**src/design/tst_pkg.sv**
```systemverilog
// ----------------------------------------------------------------------------
// tst_pkg
// shared types, flag masks and endpoint state codes for the session tracker
// ----------------------------------------------------------------------------
package tst_pkg;

  localparam logic [7:0] FlagFin  = 8'h01;
  localparam logic [7:0] FlagSyn  = 8'h02;
  localparam logic [7:0] FlagRst  = 8'h04;
  localparam logic [7:0] FlagAck  = 8'h10;
  localparam logic [7:0] FlagMask = FlagFin | FlagSyn | FlagRst | FlagAck;

  localparam logic [3:0] StClosed      = 4'd0;
  localparam logic [3:0] StListen      = 4'd1;
  localparam logic [3:0] StSynSent     = 4'd2;
  localparam logic [3:0] StSynRcvd     = 4'd3;
  localparam logic [3:0] StEstablished = 4'd4;
  localparam logic [3:0] StFinWait1    = 4'd5;
  localparam logic [3:0] StFinWait2    = 4'd6;
  localparam logic [3:0] StTimeWait    = 4'd7;
  localparam logic [3:0] StClosing     = 4'd8;
  localparam logic [3:0] StCloseWait   = 4'd9;
  localparam logic [3:0] StLastAck     = 4'd10;

  typedef struct packed {
    logic        send;
    logic        recv;
    logic [7:0]  flags;
    logic [31:0] seq;
    logic [15:0] len;
  } ep_cmd_t;

  typedef struct packed {
    logic       seq_ok;
    logic       changed;
    logic [3:0] state_next;
  } ep_stat_t;

endpackage

```
**src/design/tst_in_stage.sv**
```systemverilog
// ----------------------------------------------------------------------------
// tst_in_stage
// input register for one segment transaction
// ----------------------------------------------------------------------------
module tst_in_stage (
  input  logic        clk_i,
  input  logic        rst_ni,
  input  logic        in_valid_i,
  output logic        in_stall_o,
  input  logic [7:0]  tcp_flags_i,
  input  logic [31:0] seq_number_i,
  input  logic [15:0] payload_length_i,
  input  logic        direction_i,
  input  logic        take_i,
  output logic        valid_o,
  output logic [7:0]  flags_o,
  output logic [31:0] seq_o,
  output logic [15:0] len_o,
  output logic        dir_o
);

  logic        valid_q, valid_d;
  logic [7:0]  flags_q;
  logic [31:0] seq_q;
  logic [15:0] len_q;
  logic        dir_q;
  logic        load;

  assign in_stall_o = valid_q && !take_i;
  assign load       = in_valid_i && !in_stall_o;

  always_comb begin
    valid_d = valid_q;
    if (load) begin
      valid_d = 1'b1;
    end else if (take_i) begin
      valid_d = 1'b0;
    end
  end

  always_ff @(posedge clk_i or negedge rst_ni) begin
    if (!rst_ni) begin
      valid_q <= 1'b0;
    end else begin
      valid_q <= valid_d;
    end
  end

  always_ff @(posedge clk_i) begin
    if (load) begin
      flags_q <= tcp_flags_i & tst_pkg::FlagMask;
      seq_q   <= seq_number_i;
      len_q   <= payload_length_i;
      dir_q   <= direction_i;
    end
  end

  assign valid_o = valid_q;
  assign flags_o = flags_q;
  assign seq_o   = seq_q;
  assign len_o   = len_q;
  assign dir_o   = dir_q;

endmodule

```
**src/design/tst_endpoint.sv**
```systemverilog
// ----------------------------------------------------------------------------
// tst_endpoint
// one endpoint: state machine, sequence check and length counters
// ----------------------------------------------------------------------------
module tst_endpoint (
  input  logic             clk_i,
  input  logic             rst_ni,
  input  tst_pkg::ep_cmd_t cmd_i,
  output tst_pkg::ep_stat_t stat_o
);

  logic [3:0]  state_q, state_d;
  logic [31:0] base_q, base_d;
  logic [31:0] sent_q, sent_d;
  logic [31:0] ack_q, ack_d;
  logic        seq_valid_q, seq_valid_d;
  logic        ack_valid_q, ack_valid_d;
  logic        fin_q, fin_d;
  logic        changed;
  logic [31:0] lim;
  logic [7:0]  f;

  assign f   = cmd_i.flags;
  assign lim = base_q + sent_q + 32'd1;

  always_comb begin
    state_d     = state_q;
    base_d      = base_q;
    sent_d      = sent_q;
    ack_d       = ack_q;
    seq_valid_d = seq_valid_q;
    ack_valid_d = ack_valid_q;
    fin_d       = fin_q;
    changed     = 1'b0;
    if (cmd_i.send) begin
      case (state_q)
        tst_pkg::StClosed: begin
          if (f == tst_pkg::FlagSyn) begin
            state_d     = tst_pkg::StSynSent;
            changed     = 1'b1;
            base_d      = cmd_i.seq;
            seq_valid_d = 1'b1;
          end
        end
        tst_pkg::StListen: begin
          if (f == (tst_pkg::FlagSyn | tst_pkg::FlagAck)) begin
            state_d     = tst_pkg::StSynRcvd;
            changed     = 1'b1;
            base_d      = cmd_i.seq;
            seq_valid_d = 1'b1;
          end
        end
        tst_pkg::StSynSent: begin
          if (f == tst_pkg::FlagAck) begin
            state_d = tst_pkg::StEstablished;
            changed = 1'b1;
          end
        end
        tst_pkg::StSynRcvd: begin
          changed = 1'b1;
          state_d = (f == tst_pkg::FlagFin) ? tst_pkg::StFinWait1 : tst_pkg::StEstablished;
        end
        tst_pkg::StEstablished: begin
          if (f == tst_pkg::FlagFin) begin
            state_d = tst_pkg::StFinWait1;
            changed = 1'b1;
          end else if (f == tst_pkg::FlagAck && fin_q) begin
            state_d = tst_pkg::StCloseWait;
            changed = 1'b1;
          end
        end
        tst_pkg::StFinWait1: begin
          if (f == tst_pkg::FlagAck) begin
            state_d = tst_pkg::StClosing;
            changed = 1'b1;
          end
        end
        tst_pkg::StFinWait2: begin
          if (fin_q && f == tst_pkg::FlagAck) begin
            state_d = tst_pkg::StTimeWait;
            changed = 1'b1;
          end
        end
        tst_pkg::StCloseWait: begin
          if (f == tst_pkg::FlagFin) begin
            state_d = tst_pkg::StLastAck;
            changed = 1'b1;
          end
        end
        tst_pkg::StLastAck: begin
          if (f == tst_pkg::FlagAck) begin
            state_d = tst_pkg::StClosed;
            changed = 1'b1;
          end
        end
        default: begin
        end
      endcase
      if (state_d == tst_pkg::StEstablished) begin
        sent_d = sent_q + {16'd0, cmd_i.len};
      end
    end else if (cmd_i.recv) begin
      case (state_q)
        tst_pkg::StClosed: begin
          if (f == tst_pkg::FlagSyn) begin
            state_d     = tst_pkg::StListen;
            changed     = 1'b1;
            ack_d       = cmd_i.seq + 32'd1;
            ack_valid_d = 1'b1;
          end
        end
        tst_pkg::StSynSent: begin
          if (f == (tst_pkg::FlagSyn | tst_pkg::FlagAck)) begin
            ack_d       = cmd_i.seq + 32'd1;
            ack_valid_d = 1'b1;
          end
        end
        tst_pkg::StEstablished, tst_pkg::StFinWait2: begin
          if (f == tst_pkg::FlagFin) begin
            fin_d = 1'b1;
          end
        end
        tst_pkg::StFinWait1: begin
          if (f == tst_pkg::FlagAck) begin
            state_d = tst_pkg::StFinWait2;
            changed = 1'b1;
          end
        end
        tst_pkg::StClosing: begin
          if (f == tst_pkg::FlagAck) begin
            state_d = tst_pkg::StTimeWait;
            changed = 1'b1;
          end
        end
        default: begin
        end
      endcase
      if (state_d == tst_pkg::StEstablished || state_d == tst_pkg::StSynRcvd) begin
        ack_d = ack_q + {16'd0, cmd_i.len};
      end
    end
  end

  always_ff @(posedge clk_i or negedge rst_ni) begin
    if (!rst_ni) begin
      state_q     <= tst_pkg::StClosed;
      base_q      <= 32'd0;
      sent_q      <= 32'd0;
      ack_q       <= 32'd0;
      seq_valid_q <= 1'b0;
      ack_valid_q <= 1'b0;
      fin_q       <= 1'b0;
    end else begin
      state_q     <= state_d;
      base_q      <= base_d;
      sent_q      <= sent_d;
      ack_q       <= ack_d;
      seq_valid_q <= seq_valid_d;
      ack_valid_q <= ack_valid_d;
      fin_q       <= fin_d;
    end
  end

  assign stat_o.seq_ok     = (!seq_valid_q || lim <= cmd_i.seq) && (!ack_valid_q || ack_q != 32'd0);
  assign stat_o.changed    = changed;
  assign stat_o.state_next = state_d;

endmodule

```
**src/design/tcp_session_state_tracker.sv**
```systemverilog
// ----------------------------------------------------------------------------
// tcp_session_state_tracker
// follows one tcp session segment by segment, client and server state
// ----------------------------------------------------------------------------
//  channel | valid       | stall       | payload
//  in      | in_valid_i  | in_stall_o  | tcp_flags_i seq_number_i payload_length_i direction_i
//  out     | out_valid_o | out_stall_i | accepted_o toward_server_o data_available_o
//          |             |             | client_state_o server_state_o
//
//  one segment per cycle unless the result stalls; input register, then result register
//  the session state updates as a segment leaves the input register
//  rst_ni clears the session and both registers at once, no clearing pass
//  a stalled result holds the input register, which stalls the input channel
// ----------------------------------------------------------------------------
module tcp_session_state_tracker (
  input  logic        clk_i,
  input  logic        rst_ni,
  input  logic        in_valid_i,
  output logic        in_stall_o,
  input  logic [7:0]  tcp_flags_i,
  input  logic [31:0] seq_number_i,
  input  logic [15:0] payload_length_i,
  input  logic        direction_i,
  output logic        out_valid_o,
  input  logic        out_stall_i,
  output logic        accepted_o,
  output logic        toward_server_o,
  output logic        data_available_o,
  output logic [3:0]  client_state_o,
  output logic [3:0]  server_state_o
);

  logic        s_valid;
  logic [7:0]  s_flags;
  logic [31:0] s_seq;
  logic [15:0] s_len;
  logic        s_dir;
  logic        take;

  logic        dir_known_q, dir_known_d;
  logic        server_dir_q, server_dir_d;
  logic        acc;
  logic        snd_server;
  logic        tos;
  logic        avail;

  tst_pkg::ep_cmd_t  cli_cmd, srv_cmd;
  tst_pkg::ep_stat_t cli_stat, srv_stat;

  logic       out_valid_q, out_valid_d;
  logic       acc_q, tos_q, avail_q;
  logic [3:0] cli_q, srv_q;

  assign take = s_valid && (!out_valid_q || !out_stall_i);

  tst_in_stage u_in_stage (
    .clk_i            (clk_i),
    .rst_ni           (rst_ni),
    .in_valid_i       (in_valid_i),
    .in_stall_o       (in_stall_o),
    .tcp_flags_i      (tcp_flags_i),
    .seq_number_i     (seq_number_i),
    .payload_length_i (payload_length_i),
    .direction_i      (direction_i),
    .take_i           (take),
    .valid_o          (s_valid),
    .flags_o          (s_flags),
    .seq_o            (s_seq),
    .len_o            (s_len),
    .dir_o            (s_dir)
  );

  always_comb begin
    dir_known_d  = dir_known_q;
    server_dir_d = server_dir_q;
    if (!dir_known_q) begin
      snd_server = 1'b0;
      acc        = (s_flags == tst_pkg::FlagSyn);
      tos        = 1'b1;
      if (take && acc) begin
        dir_known_d  = 1'b1;
        server_dir_d = s_dir;
      end
    end else begin
      snd_server = (s_dir != server_dir_q);
      acc        = snd_server ? srv_stat.seq_ok : cli_stat.seq_ok;
      tos        = !snd_server;
    end
  end

  always_comb begin
    cli_cmd.flags = s_flags;
    cli_cmd.seq   = s_seq;
    cli_cmd.len   = s_len;
    cli_cmd.send  = take && acc && !snd_server;
    cli_cmd.recv  = take && acc && snd_server;
    srv_cmd.flags = s_flags;
    srv_cmd.seq   = s_seq;
    srv_cmd.len   = s_len;
    srv_cmd.send  = take && acc && snd_server;
    srv_cmd.recv  = take && acc && !snd_server;
  end

  tst_endpoint u_client (
    .clk_i  (clk_i),
    .rst_ni (rst_ni),
    .cmd_i  (cli_cmd),
    .stat_o (cli_stat)
  );

  tst_endpoint u_server (
    .clk_i  (clk_i),
    .rst_ni (rst_ni),
    .cmd_i  (srv_cmd),
    .stat_o (srv_stat)
  );

  assign avail = snd_server ?
                 (!srv_stat.changed && srv_stat.state_next == tst_pkg::StEstablished) :
                 (!cli_stat.changed && cli_stat.state_next == tst_pkg::StEstablished);

  always_comb begin
    out_valid_d = out_valid_q;
    if (take) begin
      out_valid_d = 1'b1;
    end else if (!out_stall_i) begin
      out_valid_d = 1'b0;
    end
  end

  always_ff @(posedge clk_i or negedge rst_ni) begin
    if (!rst_ni) begin
      dir_known_q  <= 1'b0;
      server_dir_q <= 1'b0;
      out_valid_q  <= 1'b0;
    end else begin
      dir_known_q  <= dir_known_d;
      server_dir_q <= server_dir_d;
      out_valid_q  <= out_valid_d;
    end
  end

  always_ff @(posedge clk_i) begin
    if (take) begin
      acc_q   <= acc;
      tos_q   <= acc && tos;
      avail_q <= acc && avail;
      cli_q   <= cli_stat.state_next;
      srv_q   <= srv_stat.state_next;
    end
  end

  assign out_valid_o      = out_valid_q;
  assign accepted_o       = acc_q;
  assign toward_server_o  = tos_q;
  assign data_available_o = avail_q;
  assign client_state_o   = cli_q;
  assign server_state_o   = srv_q;

  // rejected transactions report no direction and no data
  a_reject_quiet: assert property (@(posedge clk_i) disable iff (!rst_ni)
    out_valid_o && !accepted_o |-> !toward_server_o && !data_available_o)
    else $error("rejected result with direction or data flag");

  // data toward the server implies an established client
  a_avail_client: assert property (@(posedge clk_i) disable iff (!rst_ni)
    out_valid_o && data_available_o && toward_server_o |->
      client_state_o == tst_pkg::StEstablished)
    else $error("data available without established client");

  // the server direction, once learned, is kept
  a_dir_sticky: assert property (@(posedge clk_i) disable iff (!rst_ni)
    dir_known_q |=> dir_known_q && $stable(server_dir_q))
    else $error("server direction lost or changed");

  // before the first syn both endpoints stay closed
  a_closed_until_syn: assert property (@(posedge clk_i) disable iff (!rst_ni)
    !dir_known_q && take |->
      (acc || (cli_stat.state_next == tst_pkg::StClosed &&
               srv_stat.state_next == tst_pkg::StClosed)))
    else $error("endpoint moved before direction known");

endmodule

```
**config.mk**
```make
export PLATFORM = sky130hd
export DESIGN_NAME = tcp_session_state_tracker
export DESIGN_NICKNAME = d
export VERILOG_FILES = /design/src/design/tst_pkg.sv /design/src/design/tst_in_stage.sv /design/src/design/tst_endpoint.sv /design/src/design/tcp_session_state_tracker.sv
export SDC_FILE = /design/constraint.sdc
export NUM_CORES = 1
export LEC_CHECK = 0
export BUFFER_PORTS_ARGS = -buffer_cell sky130_fd_sc_hd__buf_4
export CAP_MARGIN = 30
export CORE_AREA = 2 2 197 199
export CTS_CLUSTER_DIAMETER = 60
export DETAILED_ROUTE_END_ITERATION = 10
export DIE_AREA = 0 0 199 201
export PLACE_DENSITY = 0.71
export RECOVER_POWER = 50
export SLEW_MARGIN = 20
export SYNTH_ARGS = -nofsm -noshare
export SYNTH_HDL_FRONTEND = slang
export SYNTH_HIERARCHICAL = 1
export SYNTH_SLANG_ARGS = --single-unit
```
**constraint.sdc**
```tcl
create_clock -name clk_i -period 11.6 [get_ports clk_i]
set_clock_uncertainty 0.1 [all_clocks]
set_input_delay 1.16 -clock clk_i [delete_from_list [all_inputs] [get_ports clk_i]]
set_output_delay 1.16 -clock clk_i [all_outputs]
set_load 0.01 [all_outputs]
```
Word-level counts from Yosys, hierarchy flattened
Index checks and enable logic that the tools add are counted.

storage, ports and cells
  word-level logic and storage cells = 227
  register bits after elaboration = 274
  output and inout bits = 13

operators by class
  muxes and demuxes = 82
  add/subtract/negate cells = 9
  magnitude comparators = 2
  reduce and logical (&&, ||, !) cells = 62
  equal/unequal tests = 42
  bitwise operators = 3

operators by type and width
  operator                                                               number
  32-bit one-hot mux with 2 select lines                                 4
  32-bit 2-to-1 mux                                                      6
  4-bit 2-to-1 mux                                                       34
  32-bit by 16-bit adder with 32-bit output                              4
  32-bit by 1-bit adder with 32-bit output, second input constant        3
  4-bit one-hot mux with 9 select lines                                  2
  32-bit adder                                                           2
  32-bit <= comparator                                                   2
  32-bit nonzero test                                                    2
  4-bit by 3-bit equality test with 1-bit output, second input constant  12
  4-bit equality test, second input constant                             8
  4-bit by 2-bit equality test with 1-bit output, second input constant  7
  1-bit 2-to-1 mux                                                       26
  4-bit one-hot mux with 3 select lines                                  2
  5-bit AND reduction                                                    4
  4-bit AND reduction                                                    4
  1-bit logical AND                                                      15
  1-bit one-hot mux with 7 select lines                                  2
  4-bit by 1-bit equality test with 1-bit output, second input constant  3
  1-bit zero test                                                        12
  1-bit one-hot mux with 2 select lines                                  6
  2-bit nonzero test                                                     5
  3-bit by 2-bit != test with 1-bit output, second input constant        3
  4-bit zero test                                                        2
  10 further kinds                                                       30

Logic depth before layout (Yosys ltp)
  depth in word-level cells = 17
  mapped depth = 34
  depth with buffers taken out = 33

Hierarchy
Netlist, hierarchy kept.

by module, submodules not included
  module                     times used  cells each  seq. area each (µm²)  area each (µm²)
  tst_endpoint (u_server)    1           1144        2577.5                9200.1
  tst_endpoint (u_client)    1           1063        2577.5                9146.3
  tst_in_stage               1           63          1616.6                1682.9
  tcp_session_state_tracker  1           37          405.4                 563.0

Worst setup path after synthesis
No wires, ideal clock.

  path type = register to register
  start point = reg u_client.sent_q[0]
  end point = reg u_client.base_q[10]
  path slack = 5529 ps
  setup time = 125 ps
  stages on the path, launching flop included = 29
  data arrival time = 5846 ps
  data required time = 11375 ps
  clock period less this slack = 6071 ps
  path through = dfrtp_1 inv_1 ha_1 inv_1 fa_1 a211oi_1 o21a_1 o32ai_1 a21oi_1 o211a_1 o21bai_1 a21oi_1 xnor2_1 ha_1 and4_1 nand3_1 nor3_1 nand4_1 or3_1 o31a_1 o21ai_0 nand2_1 o32a_2 nor2_1 clkbuf_1 and4_1 clkbuf_1 clkbuf_1 mux2_2

RTL lines
  what                    line                 RTL
  start, declared         tst_endpoint.sv:14   logic [31:0] sent_q, sent_d;
  start signal, assigned  tst_endpoint.sv:156  sent_q <= sent_d;
  end signal, assigned    tst_endpoint.sv:155  base_q <= base_d;
  end, declared           tst_endpoint.sv:13   logic [31:0] base_q, base_d;

==> run summary <==
### Critical path
- rst_ni — worst setup path start
- in2async — critical path class
- 11.56 ns — worst endpoint required time
- 30 — cell depth of the worst flop-to-flop path
- u_server/base_q[27] — worst setup path end
- u_client/sent_q[20] — RR Endpoint
- clkbuf_1 — cell at the slowest stage of the critical path
- 8.13 ns — crit path DAT
- 73 — Worst Path Max Fanout
- clkbuf_1 -> clkbuf_1 -> clkbuf_1 -> clkbuf_1 — CP Cell Sequence
- primary input — kind of launch point of the worst setup path
- u_client/sent_q[0] — Reg2Reg Launch Point
- 3.79 ns — r2r setup slk
- 2.78 ns — maximum cell stage delay along the critical path
- async pin — sort of element at the end of the critical path
- clkbuf_1 — most used cell along the critical path

### Clock tree
- 2 — maximum level of the CTS H-tree
- 0.05 ns — clk slew on worst S/H paths
- 0 — Post-CTS Hold Fix Bufs
- 3 — Max clock buf depth
- clkbuf_16 — CTS Root Cell
- yes — CTS tree
- 274 — number of clock sinks
- 0 — number of instances resized during post-cts repair
- 0.56 ns — source-to-sink clock delay at the later pin of the worst-skew pair
- 39 — number of buffers inserted during clock tree synthesis
- 0 — Post-CTS Setup Inserts

### Drt
- 1,306 — DRC violation total after the first TritonRoute iteration
- 5 — total iterations of the first detailed-routing run
- 53,200 um — total detailed-routing wirelength
- 18.3 um — post-DR wirelength/cell
- 6.06 — number of vias per cell
- 17,600 — routed via count
- 0 — Detail Route Antenna Nets
- 0 — count of unresolved DRC violations after routing

### Finish
- 2,617 — number of nets in the layout
- 0.0876 — share of post-route cells with drive strength above 1
- 0 — n_diodes
- 0.597 — final core area utilization
- 10.5% — Area growth, synth to finish
- 211 x nand2_1, 210 x dfrtp_1, 192 x ha_1, 179 x nor2_1, 151 x a21oi_1 — commonest cells after routing, fill and taps aside
- nand2_1 — most frequent standard cell in the layout excluding fill and tap cells

### Die
- 74 — number of placed I/O pins
- 199 um — chip width
- 201 um — height of the die
- 0.540 — initial core utilization
- 0.0400 mm2 — Die Outline Area
- 72 — row count
- 0.0381 mm2 — placeable core region

### Placed design
- 0.900 — Final Wtd Congestion
- 40,000 um — post-detailed-placement half-perimeter wirelength
- 69 — count of port buffers added during placement

### Timing
- false — RSZ-0062 raised after global routing
- 4.04 ns — Tightest Pin Transition
- 0 ns — setup_tns
- 0.704 — Tcrit/Tclk final
- -1.70 — Max-Slew Margin vs Limit
- 0.122 GHz — FMAX
- 0 — number of endpoints with negative hold slack in the final report
- 8.17 ns — Min Clock Period, post-route
- 0 — count of endpoints failing setup in the final report
- 200 — Max Transition Viols Final

### Status
- finished with violations — result of the run
- max-capacitance violations, max-slew violations — failing checks

### Global route
- 17,200 — number of global-route vias before repair
- 0 — global route overflow
- 0 — initial antenna violation count
- 74 — largest net degree at the start of global routing
- 0.270 — total global-route track usage
- 86,900 um — first-pass GRT wire length

### Logic synthesis
- 0.0206 mm2 — cell area after technology mapping
- 0.766 — Post-synth ARST share
- 64 — EDFF count, synth
- 6 — synth warn
- 2,307 — count of mapped cells out of synthesis
- 274 — register bit total from synthesis
- 8.93 um2 — Avg Inst Size Synth
- dfrtp_1 — ys flop type
- 90 — number of distinct library cells after synthesis
- 0.349 — proportion of synthesized chip area in sequential cells

### Power
- 185 mW/mm2 — power per standard cell area
- 10.4 nW — leak pwr
- 0.000148 V — Max VDD drop

### Worst hold path
- reg2reg — class of the most critical hold timing path
- 1 — cell count of the worst hold path

### Run
- 4 — MaxCap Viol Count

## layout make-up
class                   instances  area, um2
inverters                     121        454
fillers                      3259      15300
repair buffers                 86        587
well taps                     518        648
flip-flops and latches        274       7180
clock inverters                17        191
multi-input cells            1836      12600
clock buffers                  53       1070
## worst min path at each step
stage,endpoint,from
2_1_floorplan,u_client/ack_valid_q,u_client/ack_valid_q
3_3_place_gp,u_server/seq_valid_q,u_server/seq_valid_q
3_5_place_dp,u_server/seq_valid_q,u_server/seq_valid_q
4_1_cts,u_client/seq_valid_q,u_client/seq_valid_q
5_1_grt,u_server/seq_valid_q,u_server/seq_valid_q
6_report,u_client/seq_valid_q,u_client/seq_valid_q
## per-stage QoR
stage	cells	power (mW)	hold slack, ns	setup slack (ns)	area (um2)
global route	2905	4.51	0.398	1.87	22800
floorplan	2310	2.62	0.324	5.53	20600
global placement	2831	2.95	0.352	3.95	21600
finish	2905	4.21	0.369	3.43	22800
CTS	2904	4.22	0.371	3.81	22900
detailed placement	2834	3.02	0.357	3.88	21600
## Yosys cell counts, types with 36 or more instances
library cell  count  area, um2
xor2_1           53        464
edfxtp_1         64       1920
clkbuf_1         60        225
dfrtp_1         210       5260
a21oi_1         152        761
mux2_2           49        552
nand2_1         212        796
nand3_1          81        405
and3_1           36        225
nand4_1          44        275
xnor2_1         138       1210
ha_1            192       2400
o21ai_0         148        741
nor3_1           61        305
a21o_1           72        541
inv_1           121        454
nor2_1          179        672
## report_power, final
part	internal [mW]	switching [mW]	leakage [nW]
combinational	0.715	0.921	6.44
clock	0.720	0.457	0.609
sequential	1.17	0.228	3.37
total	2.61	1.61	10.4
## registers in the layout, summed over array words and instances (netlist names), 4 cells and up
signal              cells
u_server/ack_q         32
u_in_stage/seq_o       32
u_in_stage/len_o       16
u_server/sent_q        32
client_state_o          4
u_server/state_q        4
server_state_o          4
u_client/state_q        4
u_client/base_q        32
u_client/sent_q        32
u_server/base_q        32
u_client/ack_q         32
u_in_stage/flags_o      4
## per-layer routing
layer	routed length, um	GRT usage	up-vias
met5	0	0	-
met4	1750	0.0904	0
met3	2830	0.0373	111
met2	24800	0.440	536
met1	23800	0.370	8421
li1	-	-	8534
## cells by family after synthesis
family          Yosys count  synth area share
flops                   274             0.349
fa+ha+maj               198             0.122
buf+inv                 200            0.0383
mux                      51            0.0278
simple gates            773             0.187
compound gates          619             0.194
xor+xnor                191            0.0812
other cells               1          0.000182
## worst max-delay path, delay by kind of cell
kind | cells | cell delay [ns]
buf+inv | 4 | 6.90
Note: power is estimated with default switching activity, not from simulation.
